$ cat config.mk
export PLATFORM = sky130hd
export DESIGN_NAME = ordered_key_value_table
export DESIGN_NICKNAME = d
export VERILOG_FILES = /design/src/rtl/core/okvt_pkg.sv /design/src/rtl/core/okvt_cell.sv /design/src/rtl/core/ordered_key_value_table.sv
export SDC_FILE = /design/constraint.sdc
export NUM_CORES = 2
export LEC_CHECK = 0
export BUFFER_PORTS_ARGS = -buffer_cell sky130_fd_sc_hd__buf_4
export CAP_MARGIN = 30
export CORE_ASPECT_RATIO = 2
export CORE_MARGIN = 3
export CORE_UTILIZATION = 45
export CTS_BUF_LIST = sky130_fd_sc_hd__clkbuf_4 sky130_fd_sc_hd__clkbuf_8 sky130_fd_sc_hd__clkbuf_16
export CTS_CLUSTER_SIZE = 16
export DETAILED_ROUTE_END_ITERATION = 6
export HOLD_SLACK_MARGIN = 0.12
export PLACE_DENSITY = 0.68
export SLEW_MARGIN = 20
export SYNTH_ARGS = -nofsm -noshare
export SYNTH_HDL_FRONTEND = slang
export SYNTH_HIERARCHICAL = 1
export SYNTH_SLANG_ARGS = --single-unit
$ cat constraint.sdc
create_clock -name clk -period 8.6 [get_ports clk]
set_input_delay 1.29 -clock clk [delete_from_list [all_inputs] [get_ports clk]]
set_output_delay 1.29 -clock clk [all_outputs]
set_load 0.01 [all_outputs]
$ cat src/rtl/core/okvt_pkg.sv
`default_nettype none

package okvt_pkg;

    localparam int CAPACITY   = 16;
    localparam int KEY_BITS   = 32;
    localparam int VALUE_BITS = 32;
    localparam int IDX_BITS   = $clog2(CAPACITY);
    localparam int CNT_BITS   = $clog2(CAPACITY + 1);
    localparam int OP_BITS    = 3;
    localparam int POS_BITS   = 4;

    // Slave tdata: key, value, position (low to high), zero padded.
    localparam int IN_KEY_LSB    = 0;
    localparam int IN_VALUE_LSB  = IN_KEY_LSB + KEY_BITS;
    localparam int IN_POS_LSB    = IN_VALUE_LSB + VALUE_BITS;
    localparam int IN_FIELD_BITS = IN_POS_LSB + POS_BITS;
    localparam int IN_DATA_BITS  = ((IN_FIELD_BITS + 7) / 8) * 8;
    localparam int IN_PAD_BITS   = IN_DATA_BITS - IN_FIELD_BITS;

    // Master tdata: success, key, value, count, full (low to high), zero padded.
    localparam int OUT_SUCCESS_LSB = 0;
    localparam int OUT_KEY_LSB     = OUT_SUCCESS_LSB + 1;
    localparam int OUT_VALUE_LSB   = OUT_KEY_LSB + KEY_BITS;
    localparam int OUT_COUNT_LSB   = OUT_VALUE_LSB + VALUE_BITS;
    localparam int OUT_FULL_LSB    = OUT_COUNT_LSB + CNT_BITS;
    localparam int OUT_FIELD_BITS  = OUT_FULL_LSB + 1;
    localparam int OUT_DATA_BITS   = ((OUT_FIELD_BITS + 7) / 8) * 8;
    localparam int OUT_PAD_BITS    = OUT_DATA_BITS - OUT_FIELD_BITS;

    localparam logic [OP_BITS-1:0] OP_INSERT     = 3'd0;
    localparam logic [OP_BITS-1:0] OP_UPDATE     = 3'd1;
    localparam logic [OP_BITS-1:0] OP_UPSERT     = 3'd2;
    localparam logic [OP_BITS-1:0] OP_ERASE      = 3'd3;
    localparam logic [OP_BITS-1:0] OP_LOOKUP     = 3'd4;
    localparam logic [OP_BITS-1:0] OP_READ_POS   = 3'd5;

    // Per-cycle command broadcast along the cell chain.
    typedef struct packed {
        logic push;    // every cell takes its upstream neighbor, cell 0 the request
        logic update;  // matching cell takes the request value
        logic erase;   // cells at or past the match take their downstream neighbor
    } cell_cmd_t;

endpackage

`default_nettype wire

$ cat src/rtl/core/okvt_cell.sv
`default_nettype none

module okvt_cell (
    input  wire                                 clk,
    input  wire                                 rst_n,
    input  wire                                 load_match,
    input  wire [okvt_pkg::KEY_BITS-1:0]        cmp_key,
    input  wire                                 occupied,
    input  wire okvt_pkg::cell_cmd_t            cmd,
    input  wire                                 prefix_in,
    input  wire [okvt_pkg::KEY_BITS-1:0]        up_key,
    input  wire [okvt_pkg::VALUE_BITS-1:0]      up_value,
    input  wire [okvt_pkg::KEY_BITS-1:0]        dn_key,
    input  wire [okvt_pkg::VALUE_BITS-1:0]      dn_value,
    input  wire [okvt_pkg::VALUE_BITS-1:0]      new_value,
    output logic [okvt_pkg::KEY_BITS-1:0]       cur_key,
    output logic [okvt_pkg::VALUE_BITS-1:0]     cur_value,
    output logic                                match,
    output logic                                prefix_out
);

    logic [okvt_pkg::KEY_BITS-1:0]   key_reg;
    logic [okvt_pkg::KEY_BITS-1:0]   key_next;
    logic [okvt_pkg::VALUE_BITS-1:0] value_reg;
    logic [okvt_pkg::VALUE_BITS-1:0] value_next;
    logic                            match_reg;
    logic                            match_next;
    logic                            shift;

    // Set at the matching cell and every cell below it.
    assign shift      = prefix_in | match_reg;
    assign prefix_out = shift;

    always_comb
    begin
        match_next = load_match ? (occupied && (cmp_key == key_reg)) : match_reg;
    end

    always_comb
    begin
        key_next   = key_reg;
        value_next = value_reg;
        priority if (cmd.push)
        begin
            key_next   = up_key;
            value_next = up_value;
        end
        else if (cmd.erase && shift)
        begin
            key_next   = dn_key;
            value_next = dn_value;
        end
        else if (cmd.update && match_reg)
        begin
            value_next = new_value;
        end
    end

    always_ff @(posedge clk or negedge rst_n)
    begin
        if (!rst_n)
        begin
            match_reg <= 1'b0;
        end
        else
        begin
            match_reg <= match_next;
        end
    end

    always_ff @(posedge clk)
    begin
        key_reg   <= key_next;
        value_reg <= value_next;
    end

    assign cur_key   = key_reg;
    assign cur_value = value_reg;
    assign match     = match_reg;

endmodule

`default_nettype wire

$ cat src/rtl/core/ordered_key_value_table.sv
// Ordered key/value table, newest entry at position 0, up to 16 unique keys.
// Entries live in a row of cells; each request is handled in the IDLE and EXEC
// states: in the cycle it is accepted every cell compares its key with the
// request key, and in EXEC the row shifts down (insert), shifts up from the
// match (erase) or rewrites the matching value (update), and the response is
// registered. EXEC waits while the previous response has not been taken, and
// no new request is taken until EXEC ends. The response register lets a new
// request in while a response is pending. No clearing pass after reset: the
// entry count alone says which cells are live.
`default_nettype none

module ordered_key_value_table (
    input  wire                                     clk,
    input  wire                                     rst_n,
    input  wire                                     s_tvalid,
    output logic                                    s_tready,
    input  wire [okvt_pkg::IN_DATA_BITS-1:0]        s_tdata,   // item_key, item_value, position
    input  wire [okvt_pkg::OP_BITS-1:0]             s_tuser,   // operation
    output logic                                    m_tvalid,
    input  wire                                     m_tready,
    output logic [okvt_pkg::OUT_DATA_BITS-1:0]      m_tdata    // success, found_key,
                                                               // found_value, entry_count,
                                                               // table_full
);

    localparam logic ST_IDLE = 1'b0;
    localparam logic ST_EXEC = 1'b1;

    localparam int CAP      = okvt_pkg::CAPACITY;
    localparam int KB       = okvt_pkg::KEY_BITS;
    localparam int VB       = okvt_pkg::VALUE_BITS;
    localparam int CB       = okvt_pkg::CNT_BITS;

    logic                          state_reg;
    logic                          state_next;
    logic [okvt_pkg::OP_BITS-1:0]  req_op_reg;
    logic [KB-1:0]                 req_key_reg;
    logic [VB-1:0]                 req_value_reg;
    logic [okvt_pkg::POS_BITS-1:0] req_pos_reg;
    logic [CB-1:0]                 count_reg;
    logic [CB-1:0]                 count_next;

    logic                          out_valid_reg;
    logic                          out_valid_next;
    logic                          out_success_reg;
    logic [KB-1:0]                 out_key_reg;
    logic [VB-1:0]                 out_value_reg;
    logic [CB-1:0]                 out_count_reg;
    logic                          out_full_reg;

    logic                          accept;
    logic                          commit;
    logic [KB-1:0]                 in_key;

    logic [KB-1:0]                 cell_key   [CAP];
    logic [VB-1:0]                 cell_value [CAP];
    logic [CAP-1:0]                cell_match;
    logic [CAP-1:0]                cell_occ;
    logic [CAP:0]                  prefix;

    okvt_pkg::cell_cmd_t           cmd;
    okvt_pkg::cell_cmd_t           cmd_gated;
    logic                          hit;
    logic                          is_full;
    logic                          pos_ok;
    logic [VB-1:0]                 hit_value;
    logic                          res_success;
    logic [KB-1:0]                 res_key;
    logic [VB-1:0]                 res_value;
    logic                          res_full;

    assign s_tready = (state_reg == ST_IDLE);
    assign accept   = s_tvalid && s_tready;
    assign commit   = (state_reg == ST_EXEC) && (!out_valid_reg || m_tready);
    assign in_key   = s_tdata[okvt_pkg::IN_KEY_LSB +: KB];

    assign prefix[0] = 1'b0;

    genvar gi;
    generate
        for (gi = 0; gi < CAP; gi++)
        begin : g_cell
            logic [KB-1:0] up_key;
            logic [VB-1:0] up_value;
            logic [KB-1:0] dn_key;
            logic [VB-1:0] dn_value;

            assign cell_occ[gi] = (count_reg > CB'(gi));

            if (gi == 0)
            begin : g_head
                assign up_key   = req_key_reg;
                assign up_value = req_value_reg;
            end
            else
            begin : g_body
                assign up_key   = cell_key[gi-1];
                assign up_value = cell_value[gi-1];
            end

            if (gi == CAP - 1)
            begin : g_tail
                assign dn_key   = cell_key[gi];
                assign dn_value = cell_value[gi];
            end
            else
            begin : g_link
                assign dn_key   = cell_key[gi+1];
                assign dn_value = cell_value[gi+1];
            end

            okvt_cell u_cell (
                .clk        (clk),
                .rst_n      (rst_n),
                .load_match (accept),
                .cmp_key    (in_key),
                .occupied   (cell_occ[gi]),
                .cmd        (cmd_gated),
                .prefix_in  (prefix[gi]),
                .up_key     (up_key),
                .up_value   (up_value),
                .dn_key     (dn_key),
                .dn_value   (dn_value),
                .new_value  (req_value_reg),
                .cur_key    (cell_key[gi]),
                .cur_value  (cell_value[gi]),
                .match      (cell_match[gi]),
                .prefix_out (prefix[gi+1])
            );
        end
    endgenerate

    assign hit     = |cell_match;
    assign is_full = (count_reg == CB'(CAP));
    assign pos_ok  = (CB'(req_pos_reg) < count_reg);

    // Keys are unique, so at most one cell matches.
    always_comb
    begin
        hit_value = '0;
        for (int i = 0; i < CAP; i++)
        begin
            hit_value = hit_value | ({VB{cell_match[i]}} & cell_value[i]);
        end
    end

    always_comb
    begin
        cmd         = '0;
        res_success = 1'b0;
        res_key     = '0;
        res_value   = '0;
        res_full    = 1'b0;
        count_next  = count_reg;
        unique case (req_op_reg)
            okvt_pkg::OP_INSERT, okvt_pkg::OP_UPSERT:
            begin
                if (hit)
                begin
                    if (req_op_reg == okvt_pkg::OP_UPSERT)
                    begin
                        cmd.update  = 1'b1;
                        res_success = 1'b1;
                        res_key     = req_key_reg;
                        res_value   = req_value_reg;
                    end
                end
                else if (is_full)
                begin
                    res_full = 1'b1;
                end
                else
                begin
                    cmd.push    = 1'b1;
                    res_success = 1'b1;
                    res_key     = req_key_reg;
                    res_value   = req_value_reg;
                    count_next  = count_reg + CB'(1);
                end
            end
            okvt_pkg::OP_UPDATE:
            begin
                if (hit)
                begin
                    cmd.update  = 1'b1;
                    res_success = 1'b1;
                    res_key     = req_key_reg;
                    res_value   = req_value_reg;
                end
            end
            okvt_pkg::OP_ERASE:
            begin
                if (hit)
                begin
                    cmd.erase   = 1'b1;
                    res_success = 1'b1;
                    res_key     = req_key_reg;
                    res_value   = hit_value;
                    count_next  = count_reg - CB'(1);
                end
            end
            okvt_pkg::OP_LOOKUP:
            begin
                if (hit)
                begin
                    res_success = 1'b1;
                    res_key     = req_key_reg;
                    res_value   = hit_value;
                end
            end
            okvt_pkg::OP_READ_POS:
            begin
                if (pos_ok)
                begin
                    res_success = 1'b1;
                    res_key     = cell_key[req_pos_reg[okvt_pkg::IDX_BITS-1:0]];
                    res_value   = cell_value[req_pos_reg[okvt_pkg::IDX_BITS-1:0]];
                end
            end
            default:
            begin
            end
        endcase
    end

    assign cmd_gated = commit ? cmd : '0;

    always_comb
    begin
        state_next = state_reg;
        unique case (state_reg)
            ST_IDLE: if (accept) state_next = ST_EXEC;
            ST_EXEC: if (commit) state_next = ST_IDLE;
            default: state_next = ST_IDLE;
        endcase
    end

    always_comb
    begin
        out_valid_next = out_valid_reg;
        if (commit)
        begin
            out_valid_next = 1'b1;
        end
        else if (m_tready)
        begin
            out_valid_next = 1'b0;
        end
    end

    always_ff @(posedge clk or negedge rst_n)
    begin
        if (!rst_n)
        begin
            state_reg     <= ST_IDLE;
            count_reg     <= '0;
            out_valid_reg <= 1'b0;
        end
        else
        begin
            state_reg     <= state_next;
            out_valid_reg <= out_valid_next;
            if (commit)
            begin
                count_reg <= count_next;
            end
        end
    end

    always_ff @(posedge clk)
    begin
        if (accept)
        begin
            req_op_reg    <= s_tuser;
            req_key_reg   <= in_key;
            req_value_reg <= s_tdata[okvt_pkg::IN_VALUE_LSB +: VB];
            req_pos_reg   <= s_tdata[okvt_pkg::IN_POS_LSB +: okvt_pkg::POS_BITS];
        end
        if (commit)
        begin
            out_success_reg <= res_success;
            out_key_reg     <= res_key;
            out_value_reg   <= res_value;
            out_count_reg   <= count_next;
            out_full_reg    <= res_full;
        end
    end

    assign m_tvalid = out_valid_reg;
    assign m_tdata  = {{okvt_pkg::OUT_PAD_BITS{1'b0}}, out_full_reg, out_count_reg,
                       out_value_reg, out_key_reg, out_success_reg};

endmodule

`default_nettype wire

# == Word level (Yosys, flattened, before mapping) ==
# Index checks and enable logic that the tools add are counted.
# totals
register_bits,1189
output_inout_bits,74
wordCells,362
# classes
add_sub_neg,2
magnitude_cmp,18
eq_ne,23
muxes,119
bitwise_logic,49
reduce_logical,91
# ops
cell,count
two-way mux 32 bit,93
AND 32 bit,16
== test 32 bit,16
bitwise OR 32 bit,15
binary-select mux 32 bit (select 4 bit),2
case mux 32 bit (4 select lines),1
case mux 32 bit (3 select lines),1
logical AND 1 bit,50
nonzero test 3 bit,15
"greater-than comparator 5 x 4 -> 1 bit, second input constant",8
nonzero test 2 bit,17
"greater-than comparator 5 x 3 -> 1 bit, second input constant",4
OR reduction 17 bit,1
OR reduction 16 bit,1
two-way mux 5 bit,3
bitwise OR 1 bit,15
two-way mux 1 bit,14
"greater-than comparator 5 x 1 -> 1 bit, second input constant",2
"greater-than comparator 5 x 2 -> 1 bit, second input constant",2
case mux 5 bit (2 select lines),1
"== test 3 x 2 -> 1 bit, second input constant",2
"== test 3 bit, second input constant",2
"adder 5 x 1 -> 5 bit, second input constant",1
"== test 5 bit, second input constant",1
16 further kinds,19

# == Depth between registers and ports, before layout ==
# depth
word_depth,18
mapped_depth,20

# == Modules after synthesis ==
# Netlist, hierarchy kept.
# by_module_without_submodules
mod,n_inst,cells_per_inst,area_per_inst_um2,seq_area_each_um2
okvt_cell,16,256,3384.5,1946.9
ordered_key_value_table,1,1182,16389.5,4439.3

# == Worst setup path before layout ==
# Ideal clock, no wire load.
# synth_path
path_kind,reg-to-reg
from,register g_cell[0].u_cell.match_reg
to,"register g_cell[15].u_cell.value_reg, in the netlist g_cell[15].u_cell/cur_value[0], enable pin"
setup_ns,0.394
arrival_ns,7.070
t_required_ns,8.206
setup_slack_ns,1.136
stages_incl_launch_ff,20
synth_period_minus_slack_ns,7.464
cell_sequence,dfrtp_1 -> or2_2 -> or2_2 -> or2_2 -> or2_2 -> or2_2 -> or2_2 -> or2_2 -> or2_2 -> or2_2 -> or2_2 -> or2_2 -> or2_2 -> or2_2 -> or2_2 -> or2_2 -> or2_2 -> nand2_4 -> nand2b_1 -> a21o_1
# synth_between
elab_chain_cells,18
# synth_rtl
item,line_no,source
from (decl),okvt_cell.sv:26,logic match_reg;
from (signal assigned),okvt_cell.sv:67,match_reg <= match_next;
bitwise OR 1 bit,okvt_cell.sv:31,assign shift = prefix_in | match_reg;
net prefix[2],ordered_key_value_table.sv:59,logic [CAP:0] prefix;
bitwise OR 1 bit,okvt_cell.sv:31,
net prefix[3],ordered_key_value_table.sv:59,
bitwise OR 1 bit,okvt_cell.sv:31,
net prefix[4],ordered_key_value_table.sv:59,
bitwise OR 1 bit,okvt_cell.sv:31,
net prefix[5],ordered_key_value_table.sv:59,
[1 not listed],-,
net prefix[6],ordered_key_value_table.sv:59,
[1 not listed],-,
net prefix[7],ordered_key_value_table.sv:59,
[1 not listed],-,
net prefix[8],ordered_key_value_table.sv:59,
[1 not listed],-,
net prefix[9],ordered_key_value_table.sv:59,
[1 not listed],-,
net prefix[10],ordered_key_value_table.sv:59,
[1 not listed],-,
net prefix[11],ordered_key_value_table.sv:59,
[1 not listed],-,
net prefix[12],ordered_key_value_table.sv:59,
[1 not listed],-,
net prefix[13],ordered_key_value_table.sv:59,
[1 not listed],-,
net prefix[14],ordered_key_value_table.sv:59,
bitwise OR 1 bit,okvt_cell.sv:31,
net prefix[15],ordered_key_value_table.sv:59,
bitwise OR 1 bit,okvt_cell.sv:31,
net prefix[16],ordered_key_value_table.sv:59,
logical AND 1 bit,okvt_cell.sv:48,else if (cmd.erase && shift)
!= test 2 bit (no source line),-,
AND reduction 2 bit (no source line),-,
to (signal assigned),okvt_cell.sv:74,value_reg <= value_next;
to (decl),okvt_cell.sv:24,logic [okvt_pkg::VALUE_BITS-1:0] value_reg;
# The timed path passes the listed nets, and every way through them passes these cells.
# A chain may end at the register's enable or synchronous reset.

# == Worst setup path after layout ==
# layout_path
from,register g_cell[0].u_cell.match_reg
to,"register g_cell[15].u_cell.value_reg, in the netlist g_cell[15].u_cell/cur_value[7], data pin"
# layout_between
elab_chain_cells,5
# layout_rtl
item,line_no,source
OR reduction 16 bit,ordered_key_value_table.sv:133,assign hit = |cell_match;
two-way mux 1 bit,ordered_key_value_table.sv:158,if (hit)
two-way mux 1 bit,ordered_key_value_table.sv:155,unique case (req_op_reg)
two-way mux 3 bit,ordered_key_value_table.sv:226,assign cmd_gated = commit ? cmd : '0;
two-way mux 32 bit,okvt_cell.sv:43,priority if (cmd.push)
"net g_cell[15].u_cell.value_next, one bit",okvt_cell.sv:25,logic [okvt_pkg::VALUE_BITS-1:0] value_next;
# The timed path passes the listed nets, and every way through them passes these cells.

==> flow_summary.yaml <==
outcome:
  status: "finished clean"
detailed_routing:
  dr_total_vias: 48693
  drt-initial-drc-count: 6461
  wirelength_um: 238000
  viasPerCell: 6.57
  wire_per_inst_um: 32.1
  dr.pass1.iters: 7
  drc_errors: 0
  ant_nets: 0
sta:
  period_share_pct: 85.5
  finalSetupTns_ns: 0
  rsz0062_at_grt: "no"
  clock_skew_ns: 0.0613
  hold_violations: 0
  max_freq_ghz: 0.136
  worst_slack_ns: 1.25
  post-route-min-period_ns: 7.35
  maxSlewViolCount: 0
  worst_pin_slew_ns: 1.15
  setup_viol: 0
  slew_headroom_pct: 23.7
yosys:
  syn_area_um2: 70500
  avgSynthCellArea_um2: 13.4
  synth-edff-count: 1166
  ys_seq_area_share_pct: 50.5
  ys.flop_type: "edfxtp_1"
  async_flop_share_pct: 1.93
  ys_types: 53
  ys_ff_latch: 1189
  syn_inst: 5278
  yosys_warnings: 6
clock_network:
  cts_tree: "done"
  post-cts-setup-buffer-count: 0
  cts_hold_buffers: 0
  ctsLongestPathBuffers: 3
  clock_latency_ns: 0.75
  htree_levels: 3
  cts.clk_slew.worst_paths_ns: 0.07
  cts.sinks: 1189
  numCtsBuffers: 111
  cts_root_buf: "clkbuf_16"
  postCtsResizedCells: 0
floorplan:
  die_h_um: 566
  die_x_um: 286
  core_um2: 155000
  ios: 153
  placementRows: 204
  initial_core_util_pct: 45.5
  die-area_um2: 162000
placed_design:
  dp_slack_ns: 1.32
  dp_cells: 7193
  routabilityCongestion: 0.910
  port_buffers: 147
  dpl-instance-area_um2: 73200
  dp_hpwl_um: 150000
final_layout:
  nets: 5339
  layout_common_cells: "edfxtp_1, mux2i_1, nand2_1"
  syn2layout_area_growth_pct: 9.39
  postLayoutCellArea_um2: 77200
  drive_above_1_share_pct: 25.3
  fin_cells: 7410
  final_common_cell: "edfxtp_1"
critical_path:
  cpMaxStageDelayCell: "buf_4"
  crit_path_frequent_cell: "or2_2"
  slowest_delay_ns: 0.47
  cp.required_ns: 9.04
  crit_path_start_kind: "flip-flop"
  reg2reg_depth: 20
  arrival_ns: 7.79
  crit_type: "reg2reg"
  regToRegSetupSlack_ns: 1.25
  crit_chain: "or2_2 -> or2_2 -> or2_2 -> or2_2 -> or2_2 -> or2_2 -> or2_2 -> or2_2 -> or2_2 -> or2_2 -> or2_2 -> or2_2 -> or2_2 -> or2_2 -> or2_2 -> or2_2 -> nand2_4 -> buf_4 -> mux2i_1 -> o21ai_0"
  cp_max_fo: 17
  crit_path_end_kind: "flip-flop"
  r2r_start: "g_cell[0].u_cell/match"
  timing.rr.end: "g_cell[15].u_cell/cur_value[7]"
  crit_start: "g_cell[0].u_cell/match"
grt:
  gr-usage-all-layers_pct: 28.6
  grt.met3_usage_pct: 5.43
  grt.met1_usage_pct: 30.4
  grt_pass1_wl_um: 342000
  grt_pass1_vias: 49725
  grt.met2_usage_pct: 49.3
  grt_max_degree: 274
  grt_antenna_before_repair: 11
  overflow: 0
  top_usage_layer: "met2"
flow_run:
  max_cap_viol_count: 0
pwr:
  p_total_w: 0.0145
  ir_drop_mv: 0.187
  power.density_nw_per_um2: 188
  p_leak_nw: 25.8
worst_hold_path:
  hold_path_class: "in2async"
==> logic make-up (layout without fill, tap and decap cells) <==
| family | Yosys count | count (layout) | synth area share, % |
|---|---|---|---|
| muxes | 1349 | 1349 | 25.4 |
| adders and majority gates | 8 | 8 | 0.142 |
| other | 1 | 9 | 0.00532 |
| xor gates and xnor gates | 517 | 517 | 6.42 |
| DFF | 1189 | 1189 | 50.5 |
| and+or+nand+nor | 856 | 856 | 5.73 |
| buffers and inverters | 392 | 456 | 2.90 |
| AOI/OAI and AO/OA | 966 | 966 | 8.92 |
==> power by group <==
group / total [W] / switching (W) / internal, W
clock: 0.00534 / 0.00236 / 0.00298
combinational: 0.00203 / 0.00121 / 0.000826
sequential: 0.00716 / 0.000360 / 0.00680
total: 0.0145 / 0.00392 / 0.0106
==> critical path, delay by kind of cell, from the launching register on <==
kind | cells | cell delay, ns
flops | 1 | 0.43
buf+inv | 1 | 0.47
mux | 1 | 0.24
simple gates | 17 | 5.76
compound gates | 1 | 0.10
==> cell usage after synthesis, types with 33 or more instances <==
library cell	instances	area (µm²)
clkbuf_1	228	856
buf_6	61	687
a22o_1	128	1120
nand3_1	34	170
xnor2_1	261	2290
nand2_1	534	2000
nor4_1	66	413
a22oi_1	70	526
nand2b_1	34	213
buf_2	74	370
mux4_2	303	6820
o21ai_0	457	2290
mux2_2	512	5770
a31oi_1	33	206
xor2_1	256	2240
mux2i_1	534	5350
o21ai_1	82	410
edfxtp_1	1166	35000
a221oi_1	108	946
nand4_1	66	413
and3_1	33	206
==> worst max-delay path by stage <==
stage	to	slack (ns)	cells past startpoint
final	g_cell[15].u_cell/cur_value[7]	1.25	20
after global routing	g_cell[15].u_cell/cur_value[11]	1.14	20
after CTS	g_cell[15].u_cell/cur_value[7]	1.28	20
after detailed placement	g_cell[15].u_cell/cur_value[7]	1.32	20
after global placement	g_cell[15].u_cell/cur_value[27]	1.36	19
after floorplan	g_cell[15].u_cell/cur_value[0]	1.14	19
==> routing by layer <==
metal  vias to the layer above  wire [µm]
met1                     24321      75500
met4                         6      23400
met3                       934      20200
met5                         -         45
met2                      2806     118000
li1                      20626          -
==> cell type report <==
| class | count | area, µm² |
|---|---|---|
| clock buffers | 127 | 2910 |
| inverters | 8 | 37.5 |
| clock inverters | 77 | 930 |
| repair buffers | 244 | 2050 |
| fillers | 13531 | 78000 |
| flip-flops and latches | 1189 | 35600 |
| well taps | 2060 | 2580 |
| multi-input cells | 3698 | 33000 |
| diodes | 7 | 17.5 |
==> through the flow <==
step | hold WS (ns) | utilization (%)
6_report | 0.461 | 49.7
5_1_grt | 0.458 | 49.7
4_1_cts | 0.437 | 49.6
3_5_place_dp | 0.532 | 47.2
3_3_place_gp | 0.539 | 47.1
2_1_floorplan | 0.500 | -
No activity file was read; power rests on OpenSTA's default activity.
